<file path="src/hw/rtl/psvd_pkg.sv">
// Shared types and constants for the variable time step PID controller.
// Used by the multiplier, the divider and the top level; depends on nothing.
`default_nettype none

package psvd_pkg;

    localparam int FRAC_BITS_DEF = 16;

    localparam int DATA_W   = 32;
    localparam int ERR_W    = 33;
    localparam int DIFF_W   = 34;
    localparam int INT_W    = 48;
    localparam int MUL_A_W  = 48;
    localparam int MUL_B_W  = 33;
    localparam int DIGIT_W  = 16;
    localparam int MUL_STEPS = MUL_A_W / DIGIT_W;
    localparam int PROD_W   = MUL_A_W + MUL_B_W;
    localparam int ACC_W    = PROD_W + 1;
    localparam int CFG_IDX_W = 2;

    localparam logic [CFG_IDX_W-1:0] REG_SETPOINT = 2'd0;
    localparam logic [CFG_IDX_W-1:0] REG_GAIN_P   = 2'd1;
    localparam logic [CFG_IDX_W-1:0] REG_GAIN_I   = 2'd2;
    localparam logic [CFG_IDX_W-1:0] REG_GAIN_D   = 2'd3;

    localparam logic signed [INT_W-1:0] INT_MAX = {1'b0, {(INT_W-1){1'b1}}};
    localparam logic signed [INT_W-1:0] INT_MIN = {1'b1, {(INT_W-1){1'b0}}};

    typedef struct packed {
        logic               start;
        logic [MUL_A_W-1:0] a;
        logic [MUL_B_W-1:0] b;
    } t_mul_req;

    typedef struct packed {
        logic              start;
        logic [DIFF_W-1:0] num;
        logic [DATA_W-1:0] den;
    } t_div_req;

endpackage

`default_nettype wire

</file>
<file path="src/hw/rtl/pid_step_variable_dt.sv">
// Positional PID controller step with a variable time step, fixed point.
// Depends on psvd_pkg, psvd_mul and psvd_div.
//
// Usage: the slave stream carries one sample per transfer: measured value
// in tdata[31:0] and time step in tdata[63:32]. The master stream returns
// one result per sample: drive in tdata[31:0], the clipped flag in tuser.
// Setpoint and gains are written through the plain write port
// (index 0 setpoint, 1 proportional, 2 integral, 3 derivative gain) while
// the block is idle.
// The restoring divider of the derivative term produces one quotient bit
// per cycle over 34 + FRAC_BITS bits. The four products share one
// multiplier; three of them overlap the division. One sample is in work
// at a time, so a new sample is accepted only once the previous result
// has been loaded into the output register. Reset clears the integral and
// the stored error, sets the setpoint to zero and all gains to 1.0. When
// the receiver stalls, the result is held in the output register; a new
// sample may be accepted, and its result waits until the held one has
// been transferred.
`default_nettype none

module pid_step_variable_dt
    import psvd_pkg::*;
#(
    parameter int FRAC_BITS = FRAC_BITS_DEF
) (
    input  wire logic                  i_clk,
    input  wire logic                  i_rst_n,
    input  wire logic                  s_axis_tvalid,
    output logic                       s_axis_tready,
    input  wire logic [2*DATA_W-1:0]   s_axis_tdata,  // measured, time_step
    output logic                       m_axis_tvalid,
    input  wire logic                  m_axis_tready,
    output logic [DATA_W-1:0]          m_axis_tdata,  // drive
    output logic                       m_axis_tuser,  // clipped
    input  wire logic                  i_cfg_we,
    input  wire logic [CFG_IDX_W-1:0]  i_cfg_idx,
    input  wire logic [DATA_W-1:0]     i_cfg_data
);

    localparam int DIV_W = DIFF_W + FRAC_BITS;
    localparam logic [DATA_W-1:0] GAIN_ONE = DATA_W'(1) << FRAC_BITS;
    localparam logic [63:0] DER_POS_MAX = 64'({1'b0, {(INT_W-1){1'b1}}});
    localparam logic [63:0] DER_NEG_MAX = 64'({1'b1, {(INT_W-1){1'b0}}});

    typedef enum logic [2:0] {
        S_IDLE, S_START, S_INC, S_P, S_I, S_DWAIT, S_D, S_OUT
    } t_state;

    t_state                    r_state;
    logic signed [DATA_W-1:0]  r_setpoint, r_gain_p, r_gain_i, r_gain_d;
    logic [DATA_W-1:0]         r_dt;
    logic signed [ERR_W-1:0]   r_err, r_last_err;
    logic signed [INT_W-1:0]   r_int;
    logic signed [ACC_W-1:0]   r_acc;
    logic                      r_clip, r_mul_neg, r_diff_neg;
    t_mul_req                  r_mul_req;
    t_div_req                  r_div_req;
    logic                      r_out_valid, r_out_clip;
    logic [DATA_W-1:0]         r_out_drive;

    logic                      mul_done;
    logic [PROD_W-1:0]         mul_prod;
    logic                      div_busy;
    logic [DIV_W-1:0]          div_quo;

    logic signed [ERR_W-1:0]   n_err;
    logic signed [DIFF_W-1:0]  diff;
    logic [DIFF_W-1:0]         diff_mag;
    logic [ERR_W-1:0]          err_mag;
    logic [INT_W-1:0]          int_mag;
    logic [DATA_W-1:0]         gp_mag, gi_mag, gd_mag;
    logic signed [ACC_W-1:0]   term, acc_sum;
    logic [63:0]               inc_mag;
    logic signed [INT_W+17:0]  int_sum;
    logic                      int_fit;
    logic [INT_W-1:0]          int_next;
    logic [63:0]               q_ext;
    logic [INT_W-1:0]          der_mag;
    logic signed [ACC_W-1:0]   acc_sh;
    logic                      drv_fit;
    logic [DATA_W-1:0]         drv;
    logic                      mul_issue;
    logic                      out_load;

    psvd_mul u_mul (
        .i_clk   (i_clk),
        .i_rst_n (i_rst_n),
        .i_req   (r_mul_req),
        .o_done  (mul_done),
        .o_prod  (mul_prod)
    );

    psvd_div #(.FRAC_BITS(FRAC_BITS)) u_div (
        .i_clk   (i_clk),
        .i_rst_n (i_rst_n),
        .i_req   (r_div_req),
        .o_busy  (div_busy),
        .o_quo   (div_quo)
    );

    always_comb begin
        n_err    = {r_setpoint[DATA_W-1], r_setpoint}
                 - {s_axis_tdata[DATA_W-1], s_axis_tdata[DATA_W-1:0]};
        diff     = {r_err[ERR_W-1], r_err} - {r_last_err[ERR_W-1], r_last_err};
        diff_mag = diff[DIFF_W-1] ? -diff : diff;
        err_mag  = r_err[ERR_W-1] ? -r_err : r_err;
        int_mag  = r_int[INT_W-1] ? -r_int : r_int;
        gp_mag   = r_gain_p[DATA_W-1] ? -r_gain_p : r_gain_p;
        gi_mag   = r_gain_i[DATA_W-1] ? -r_gain_i : r_gain_i;
        gd_mag   = r_gain_d[DATA_W-1] ? -r_gain_d : r_gain_d;

        term     = r_mul_neg ? -$signed({1'b0, mul_prod}) : $signed({1'b0, mul_prod});
        acc_sum  = r_acc + term;

        inc_mag  = mul_prod[63:0] >> FRAC_BITS;
        int_sum  = {{18{r_int[INT_W-1]}}, r_int}
                 + (r_err[ERR_W-1] ? -$signed({2'b00, inc_mag})
                                   : $signed({2'b00, inc_mag}));
        int_fit  = (&int_sum[INT_W+17:INT_W-1]) || !(|int_sum[INT_W+17:INT_W-1]);
        int_next = int_fit ? int_sum[INT_W-1:0]
                           : (int_sum[INT_W+17] ? INT_MIN : INT_MAX);

        q_ext    = 64'(div_quo);
        if (r_diff_neg) begin
            der_mag = (q_ext > DER_NEG_MAX) ? DER_NEG_MAX[INT_W-1:0] : q_ext[INT_W-1:0];
        end else begin
            der_mag = (q_ext > DER_POS_MAX) ? DER_POS_MAX[INT_W-1:0] : q_ext[INT_W-1:0];
        end

        acc_sh   = r_acc >>> FRAC_BITS;
        drv_fit  = (&acc_sh[ACC_W-1:DATA_W-1]) || !(|acc_sh[ACC_W-1:DATA_W-1]);
        drv      = drv_fit ? acc_sh[DATA_W-1:0]
                           : (acc_sh[ACC_W-1] ? {1'b1, {(DATA_W-1){1'b0}}}
                                              : {1'b0, {(DATA_W-1){1'b1}}});

        unique case (r_state)
            S_START:    mul_issue = 1'b1;
            S_INC, S_P: mul_issue = mul_done;
            S_DWAIT:    mul_issue = !div_busy;
            default:    mul_issue = 1'b0;
        endcase
        out_load = (r_state == S_OUT) && (!r_out_valid || m_axis_tready);
    end

    always_ff @(posedge i_clk) begin
        if (!i_rst_n) begin
            r_state         <= S_IDLE;
            r_setpoint      <= '0;
            r_gain_p        <= GAIN_ONE;
            r_gain_i        <= GAIN_ONE;
            r_gain_d        <= GAIN_ONE;
            r_int           <= '0;
            r_last_err      <= '0;
            r_out_valid     <= 1'b0;
            r_mul_req.start <= 1'b0;
            r_div_req.start <= 1'b0;
        end else begin
            r_mul_req.start <= mul_issue;
            r_div_req.start <= (r_state == S_START);
            if (out_load) begin
                r_out_valid <= 1'b1;
            end else if (m_axis_tready) begin
                r_out_valid <= 1'b0;
            end
            if (i_cfg_we) begin
                unique case (i_cfg_idx)
                    REG_SETPOINT: r_setpoint <= i_cfg_data;
                    REG_GAIN_P:   r_gain_p   <= i_cfg_data;
                    REG_GAIN_I:   r_gain_i   <= i_cfg_data;
                    REG_GAIN_D:   r_gain_d   <= i_cfg_data;
                    default:      ;
                endcase
            end
            unique case (r_state)
                S_IDLE: begin
                    if (s_axis_tvalid) begin
                        r_err   <= n_err;
                        r_dt    <= s_axis_tdata[2*DATA_W-1:DATA_W];
                        r_state <= S_START;
                    end
                end
                S_START: begin
                    r_div_req.num <= diff_mag;
                    r_div_req.den <= r_dt;
                    r_diff_neg    <= diff[DIFF_W-1];
                    r_mul_req.a   <= MUL_A_W'(err_mag);
                    r_mul_req.b   <= MUL_B_W'(r_dt);
                    r_last_err    <= r_err;
                    r_state       <= S_INC;
                end
                S_INC: begin
                    if (mul_done) begin
                        r_int       <= int_next;
                        r_clip      <= !int_fit;
                        r_acc       <= '0;
                        r_mul_req.a <= MUL_A_W'(gp_mag);
                        r_mul_req.b <= err_mag;
                        r_mul_neg   <= r_gain_p[DATA_W-1] ^ r_err[ERR_W-1];
                        r_state     <= S_P;
                    end
                end
                S_P: begin
                    if (mul_done) begin
                        r_acc       <= acc_sum;
                        r_mul_req.a <= int_mag;
                        r_mul_req.b <= MUL_B_W'(gi_mag);
                        r_mul_neg   <= r_gain_i[DATA_W-1] ^ r_int[INT_W-1];
                        r_state     <= S_I;
                    end
                end
                S_I: begin
                    if (mul_done) begin
                        r_acc   <= acc_sum;
                        r_state <= S_DWAIT;
                    end
                end
                S_DWAIT: begin
                    if (!div_busy) begin
                        r_mul_req.a <= der_mag;
                        r_mul_req.b <= MUL_B_W'(gd_mag);
                        r_mul_neg   <= r_gain_d[DATA_W-1] ^ r_diff_neg;
                        r_state     <= S_D;
                    end
                end
                S_D: begin
                    if (mul_done) begin
                        r_acc   <= acc_sum;
                        r_state <= S_OUT;
                    end
                end
                S_OUT: begin
                    if (out_load) begin
                        r_out_drive <= drv;
                        r_out_clip  <= r_clip || !drv_fit;
                        r_state     <= S_IDLE;
                    end
                end
                default: r_state <= S_IDLE;
            endcase
        end
    end

    assign s_axis_tready = (r_state == S_IDLE);
    assign m_axis_tvalid = r_out_valid;
    assign m_axis_tdata  = r_out_drive;
    assign m_axis_tuser  = r_out_clip;

    a_accept_starts: assert property (@(posedge i_clk) disable iff (!i_rst_n)
        (s_axis_tvalid && s_axis_tready) |=> (r_state == S_START))
        else $error("accepted sample did not start a step");

    a_mul_idle_done: assert property (@(posedge i_clk) disable iff (!i_rst_n)
        mul_done |-> (r_state != S_IDLE && r_state != S_START))
        else $error("multiplier finished outside a step");

    a_div_start_free: assert property (@(posedge i_clk) disable iff (!i_rst_n)
        r_div_req.start |-> !div_busy)
        else $error("divider started while busy");

    a_out_no_overwrite: assert property (@(posedge i_clk) disable iff (!i_rst_n)
        (r_state == S_OUT && r_out_valid && !m_axis_tready) |=> (r_state == S_OUT))
        else $error("held result was overwritten");

endmodule

`default_nettype wire

</file>
<file path="src/hw/rtl/psvd_mul.sv">
// Shared unsigned multiplier: 48 x 33 bits, one 16-bit digit of the first
// operand per cycle. Depends on psvd_pkg.
`default_nettype none

module psvd_mul
    import psvd_pkg::*;
(
    input  wire logic              i_clk,
    input  wire logic              i_rst_n,
    input  wire t_mul_req          i_req,
    output logic                   o_done,
    output logic [PROD_W-1:0]      o_prod
);

    localparam int CNT_W = $clog2(MUL_STEPS + 1);

    logic [MUL_A_W-1:0]         r_a;
    logic [MUL_B_W-1:0]         r_b;
    logic [PROD_W-1:0]          r_acc;
    logic [CNT_W-1:0]           r_cnt;
    logic                       r_done;
    logic [DIGIT_W+MUL_B_W-1:0] pp;

    assign pp = r_a[MUL_A_W-1 -: DIGIT_W] * r_b;

    always_ff @(posedge i_clk) begin
        if (!i_rst_n) begin
            r_cnt  <= '0;
            r_done <= 1'b0;
        end else begin
            r_done <= 1'b0;
            if (i_req.start) begin
                r_a   <= i_req.a;
                r_b   <= i_req.b;
                r_acc <= '0;
                r_cnt <= CNT_W'(MUL_STEPS);
            end else if (r_cnt != '0) begin
                r_acc <= {r_acc[PROD_W-DIGIT_W-1:0], {DIGIT_W{1'b0}}} + PROD_W'(pp);
                r_a   <= {r_a[MUL_A_W-DIGIT_W-1:0], {DIGIT_W{1'b0}}};
                r_cnt <= r_cnt - 1'b1;
                if (r_cnt == CNT_W'(1)) begin
                    r_done <= 1'b1;
                end
            end
        end
    end

    assign o_done = r_done;
    assign o_prod = r_acc;

endmodule

`default_nettype wire

</file>
<file path="src/hw/rtl/psvd_div.sv">
// Restoring divider, one quotient bit per cycle, for the derivative term.
// The dividend is the error difference magnitude shifted up by FRAC_BITS.
// Depends on psvd_pkg.
`default_nettype none

module psvd_div
    import psvd_pkg::*;
#(
    parameter int FRAC_BITS = FRAC_BITS_DEF
) (
    input  wire logic                        i_clk,
    input  wire logic                        i_rst_n,
    input  wire t_div_req                    i_req,
    output logic                             o_busy,
    output logic [DIFF_W+FRAC_BITS-1:0]      o_quo
);

    localparam int DIV_W = DIFF_W + FRAC_BITS;
    localparam int CNT_W = $clog2(DIV_W + 1);

    logic [DIV_W-1:0]  r_num;
    logic [DATA_W-1:0] r_rem;
    logic [DATA_W-1:0] r_den;
    logic [CNT_W-1:0]  r_cnt;
    logic [DATA_W:0]   trial;
    logic [DATA_W:0]   diff;
    logic              ge;

    assign trial = {r_rem, r_num[DIV_W-1]};
    assign diff  = trial - {1'b0, r_den};
    assign ge    = trial >= {1'b0, r_den};

    always_ff @(posedge i_clk) begin
        if (!i_rst_n) begin
            r_cnt <= '0;
        end else begin
            if (i_req.start) begin
                r_num <= {i_req.num, {FRAC_BITS{1'b0}}};
                r_rem <= '0;
                r_den <= (i_req.den == '0) ? DATA_W'(1) : i_req.den;
                r_cnt <= CNT_W'(DIV_W);
            end else if (r_cnt != '0) begin
                r_rem <= ge ? diff[DATA_W-1:0] : trial[DATA_W-1:0];
                r_num <= {r_num[DIV_W-2:0], ge};
                r_cnt <= r_cnt - 1'b1;
            end
        end
    end

    assign o_busy = (r_cnt != '0);
    assign o_quo  = r_num;

endmodule

`default_nettype wire

</file>
<file path="config.mk">
export PLATFORM = sky130hd
export DESIGN_NAME = pid_step_variable_dt
export DESIGN_NICKNAME = d
export VERILOG_FILES = /design/src/hw/rtl/psvd_pkg.sv /design/src/hw/rtl/pid_step_variable_dt.sv /design/src/hw/rtl/psvd_mul.sv /design/src/hw/rtl/psvd_div.sv
export SDC_FILE = /design/constraint.sdc
export NUM_CORES = 2
export LEC_CHECK = 0
export BUFFER_PORTS_ARGS = -buffer_cell sky130_fd_sc_hd__clkbuf_2
export CAP_MARGIN = 20
export CORE_MARGIN = 8
export CORE_UTILIZATION = 46
export DETAILED_ROUTE_END_ITERATION = 6
export SYNTH_ARGS = -nofsm -noshare
export SYNTH_HDL_FRONTEND = slang
export SYNTH_SLANG_ARGS = --single-unit
</file>
<file path="constraint.sdc">
create_clock -name i_clk -period 13.9 [get_ports i_clk]
set_input_delay 0.695 -clock i_clk [delete_from_list [all_inputs] [get_ports i_clk]]
set_output_delay 0.695 -clock i_clk [all_outputs]
set_load 0.02 [all_outputs]
</file>
# == After elaboration in Yosys (flattened, before gate mapping) ==
# Cells that the tools add are included.
# W data, S select, Z words.
# op_classes
n_lt_le_gt_ge,3
add_sub_neg,16
reduce_logical,47
mul,1
n_mux,49
eq_ne,19
bitwise,5
# ops
op,n
$mux W48,8
$mux W81,4
$pmux W81 S4,1
$mux W82,3
$mux W32,7
$pmux W82 S2,1
$mux W50,2
$neg A32 Y32,3
$add A82 B82 Y82,1
$neg A81 Y82,1
$add A81 B49 Y81,1
$add A66 B66 Y66,1
$mux W33,2
$mux W66,1
$neg A48 Y66,1
$gt A50 B47 Y1 const B,1
$gt A50 B48 Y1 const B,1
$mul A16 B33 Y49,1
$neg A48 Y48,1
$reduce_and A35 Y1,1
$reduce_or A35 Y1,1
$neg A34 Y34,1
$sub A33 B33 Y34,1
$ge A33 B32 Y1,1
39 further kinds,94
# word_totals
in_bits,103
out_inout_bits,35
ff_bits,830

# == Logic depth before layout (Yosys ltp) ==
# logic_depth
word_depth,7
ltp_mapped,31
depth_no_buf,26

# == Modules after synthesis ==
# Synthesis repeated with hierarchy kept, for this count alone.
# unflattened
cells_unflattened,7893
area_unflattened_um2,70993.1
# modules_own_cells
module,cells_each,area_each_um2,instances,seq_area_each_um2
pid_step_variable_dt,4631,38993.6,1,14213.6
psvd_mul,2651,25182.9,1,4924.7
psvd_div,611,6816.5,1,3543.4

# == Least setup slack after synthesis ==
# Ideal clock, no wire load.
# synth_path
path_type,input -> register
startpoint,input port i_rst_n
endpoint,register u_mul.r_acc[0] (netlist: u_mul.o_prod[0]) (enable)
cell_stages,3
setup_slack_ps,6078
setup_ps,660
n_path_buf,1
t_arrival_ps,7162
path_cell_list,inv_1 > clkbuf_1 > a21oi_1
# synth_between
elab_chain_len,1
# synth_lines
element,line_no,text
"start, declared",pid_step_variable_dt.sv:27,"input wire logic i_rst_n,"
$reduce_and A2 Y1 (no line),--,
"end signal, assigned",psvd_mul.sv:38,"r_acc <= {r_acc[PROD_W-DIGIT_W-1:0], {DIGIT_W{1'b0}}} + PROD_W'(pp);"
"end, declared",psvd_mul.sv:19,logic [PROD_W-1:0] r_acc;
# No other way between the ends.
# A chain may end at the register's enable or synchronous reset.

# == Final worst setup path ==
# layout_path
startpoint,register u_mul.r_acc[16] (netlist: u_mul.o_prod[16])
endpoint,register r_int[2]
# layout_between
elab_chain_len,7
# layout_lines
element,line_no,text
$neg A48 Y66,pid_step_variable_dt.sv:117,"+ (r_err[ERR_W-1] ? -$signed({2'b00, inc_mag})"
$mux W66 (*),pid_step_variable_dt.sv:117,
$add A66 B66 Y66 (*),pid_step_variable_dt.sv:117,
$reduce_or A19 Y1,pid_step_variable_dt.sv:119,int_fit = (&int_sum[INT_W+17:INT_W-1]) || !(|int_sum[INT_W+17:INT_W-1]);
$logic_not A1 Y1,pid_step_variable_dt.sv:119,
$logic_or A1 B1 Y1,pid_step_variable_dt.sv:119,
$mux W48 (*),pid_step_variable_dt.sv:120,int_next = int_fit ? int_sum[INT_W-1:0]
"end signal, assigned",pid_step_variable_dt.sv:193,r_int <= int_next;
"end, declared",pid_step_variable_dt.sv:53,logic signed [INT_W-1:0] r_int;
# Every way passes the cells marked *; elsewhere a longest branch is shown, timed or not.

==> impl.org <==
** Timing
- Worst clock skew :: approximately 0.066 ns
- Max-slew violation total from the final report :: 0
- Timing would allow up to 112 MHz.
- The total count of hold-check failures in the final report is 0.
- Final setup violation count :: 0
- Sum of negative setup slack :: 0 ns
- Setup repair after global routing missed its margin :: false
- Period minus WS final :: between 8 and 9 ns
- The final critical path takes up between 60% and 70% of the cycle.
- Measured against its own limit, the worst slew margin works out to a little over a fifth.
- Slew at the pin closest to its max-slew limit :: between 1 and 1.5 ns

** Clocking
- After clock tree synthesis, the setup repair step added 0 buffers.
- Sinks on Clock Net :: 830
- The tree is rooted in a clkbuf_16.
- In this run, post-CTS hold repair placed 0 buffers.
- Clock-pin transition on the worst setup and hold timing paths :: about 0.060 ns
- Post-cts gate resize count :: 0
- TritonCTS clock tree :: yes
- Maximum number of buffers from clock root to sink :: 3
- In this run, CTS created clock tree buffers numbering 96.
- The later pin in the worst-skew pair is clocked with a latency of 0.74 ns.
- CTS built an H-tree with a depth of 3.

** Die
- Starting utilization of the core area :: 46.4%
- Die outline area :: ~170000 um^2
- Y dimension of the die :: 410 um
- During I/O placement, the number of pins put on the boundary was around 140.
- Die width :: a little over 400 um
- Floorplan row count :: ~140
- The floorplan step defined a core boundary enclosing roughly 150000 um^2.

** Layout
- The finished cells cover roughly 77000 um^2.
- In the layout the commonest cells are 1011 x nand2_1, 749 x inv_1, 606 x edfxtp_1.
- Of the cells placed in the final design, the portion with a size suffix greater than 1 is 6.60%.
- Leaving out fill and tap cells, the most frequent cell in the layout is nand2_1.
- Relative area change from synthesis to final layout :: 7.82%
- Util after Layout :: roughly half
- The final layout contains between 8000 and 9000 nets.

** Logic synthesis
- Averaged over all synthesized cells, the footprint is around 9.0 um^2.
- Synthesis produced ~8000 cells.
- Counting every net in the synthesized netlist gives ~9000.
- Unique masters post-synth :: approximately 90
- Share of synthesized area occupied by flip-flops and latches :: 31.7%
- Ranked by total cell area, the synthesized netlist is headed by edfxtp_1 25%, fa_1 13%, ha_1 6.9%, dfxtp_1 6.3%, nand2_1 5.3%.
- Count of state elements after synthesis :: between 800 and 900
- Post-synth top area share :: 25.4%
- For this run, the leading register cell type out of synthesis is edfxtp_1.
- Counting flops with a built-in enable in the synthesized netlist gives 606.
- Of all cell types, the one taking the most synthesized area is edfxtp_1.
- Yosys printed 0 warnings.
- In the synthesized netlist the async set-or-reset flop fraction comes to 0%.
- Summing every instance area after synthesis gives 71600 um^2.

** Global route
- Pin count of the biggest net entering global routing :: 80
- Global routing finished with a remaining overflow of 0.
- Number of global-route vias before repair :: roughly 56000
- For met2 alone, demand over resource in global routing was a little over two fifths.
- In the global route stage, overall resource usage came out at around a quarter.
- The first global-routing pass estimated between 300000 and 400000 um of wire.
- For met3 alone, demand over resource in global routing was approximately 3.6%.
- Most used routing layer :: met2
- For this run, global-route usage on met1 was measured as 36.2%.
- Number of antenna violations at the first check in global routing :: 3

** Worst setup path
- Type of origin of the critical path :: flop
- Required time at the endpoint of the critical path :: about 14 ns
- Crit Path Category :: reg2reg
- Data on the critical path arrives at its endpoint at 9.47 ns.
- Crit. End Element :: flop
- Crit Path Max Fanout :: 48

** Place
- Routability-driven placement finished with a final weighted congestion of slightly below 1.
- Placed wire-length estimate :: 174000 um
- The count of buffers added on input and output ports is around 140.
- Post-place instance area :: 73700 um^2

** Status
- Run status :: complete, no violations

** Detailed routing
- Post-DR wirelength/cell :: approximately 22 um
- Total DRC errors in the routed layout :: 0
- For this block, the initial DRC count from the detailed router was about 4900.
- Dividing the detail-routed via count by the number of cells gives 5.80.
- The count of nets left with antenna violations once routing finished came out at 0.
- The final layout contains routed wiring with a total length of about 220000 um.
- The first detailed-routing pass took 6 iterations.
- For this block, the via count after detailed routing is 57700.

** Min path
- The path class of the tightest hold or removal check is in2reg.

** Job
- Max-cap violations in this run came to 0.
[sequential cells by signal, indices dropped and copies added (netlist names), 33 cells and up]
name / cells
r_acc: 82
r_mul_req: 82
u_mul.o_prod: 81
r_div_req: 67
u_div.o_quo: 50
r_int: 48
u_mul.r_a: 48
r_err: 33
r_last_err: 33
u_mul.r_b: 33
[stage by stage]
stage	std cells	hold WS [ns]	worst slack [ns]
CTS	9949	0.0726	5.13
global placement	9766	0.404	5.33
floorplan	7991	0.400	6.08
finish	9957	0.127	5.01
global route	9955	0.0852	4.66
detailed placement	9768	0.405	5.18
[worst max-delay path, cell delays in order, from the launching register on]
cell      delay, ns
edfxtp_1       0.49
inv_1          0.16
ha_1           0.17
inv_1          0.07
or3_4          0.33
or3_4          0.34
or3_4          0.36
or2_1          0.26
or3_1          0.49
or4_4          0.59
or2_2          0.43
or3_1          0.36
o21ai_1        0.16
xnor2_1        0.10
ha_1           0.49
nand4_1        0.28
nor4_1         0.73
nand3_1        0.13
o21ai_0        0.48
inv_1          0.12
a21boi_0       0.31
o22ai_1        0.13
or4bb_1        0.47
nor4_1         0.48
a21oi_4        0.10
buf_4          0.29
mux2i_1        0.17
a31o_2         0.22
[path summary, 6_finish.rpt]
kind	to	depth (start not counted)	from	slack [ns]
setup / recovery	r_int[2]	27	u_mul.o_prod[16]	5.01
hold reg to reg	u_mul.r_b[1]	0	r_mul_req[1]	0.42
hold / removal	r_dt[27]	1	s_axis_tdata[59]	0.13
setup reg to reg	r_int[2]	27	u_mul.o_prod[16]	5.01
[layer usage]
layer	share of wire (%)	vias to the layer above
met5	0.0031	-
met4	3.1	2
met3	6.4	353
met2	46	1906
met1	45	28200
li1	-	27200
[cell families after synthesis]
family / synth area share [%]
mux: 1.75
fa+ha+maj: 20.0
flops: 31.7
simple gates: 17.6
buf+inv: 6.43
compound gates: 15.4
xor+xnor: 7.09
[synthesized netlist by cell type, drive strengths merged (31+ instances only)]
library cell  instances
edfxtp              606
nor2                497
o41ai                37
nor4                 68
o31ai                94
and3                 46
nor3                181
nor2b                63
a31oi                51
nand2b               67
xnor2               403
a21oi               598
a211oi               50
inv                 750
o21bai               52
dfxtp               224
xor2                176
o21a                 61
and2                262
a21o                226
nand3                88
nand2              1012
or2                  33
nand4               116
mux2i                50
fa                  470
buf                  34
o22ai                31
clkbuf              435
mux2                 67
or3                  76
or4                  48
ha                  392
o21ai               339
[area by class of cell]
cell class / instances / area [um^2]
multi-input cells: 5942 / 44400
clock buffers: 114 / 2540
flip-flops and latches: 830 / 22700
inverters: 750 / 2820
well taps: 2044 / 2560
clock inverters: 67 / 831
diodes: 3 / 7.51
repair buffers: 207 / 1310
fillers: 14600 / 77100
Power is not shown: default switching activity piles up to over one toggle a cycle in this logic, so the estimate is an artifact.
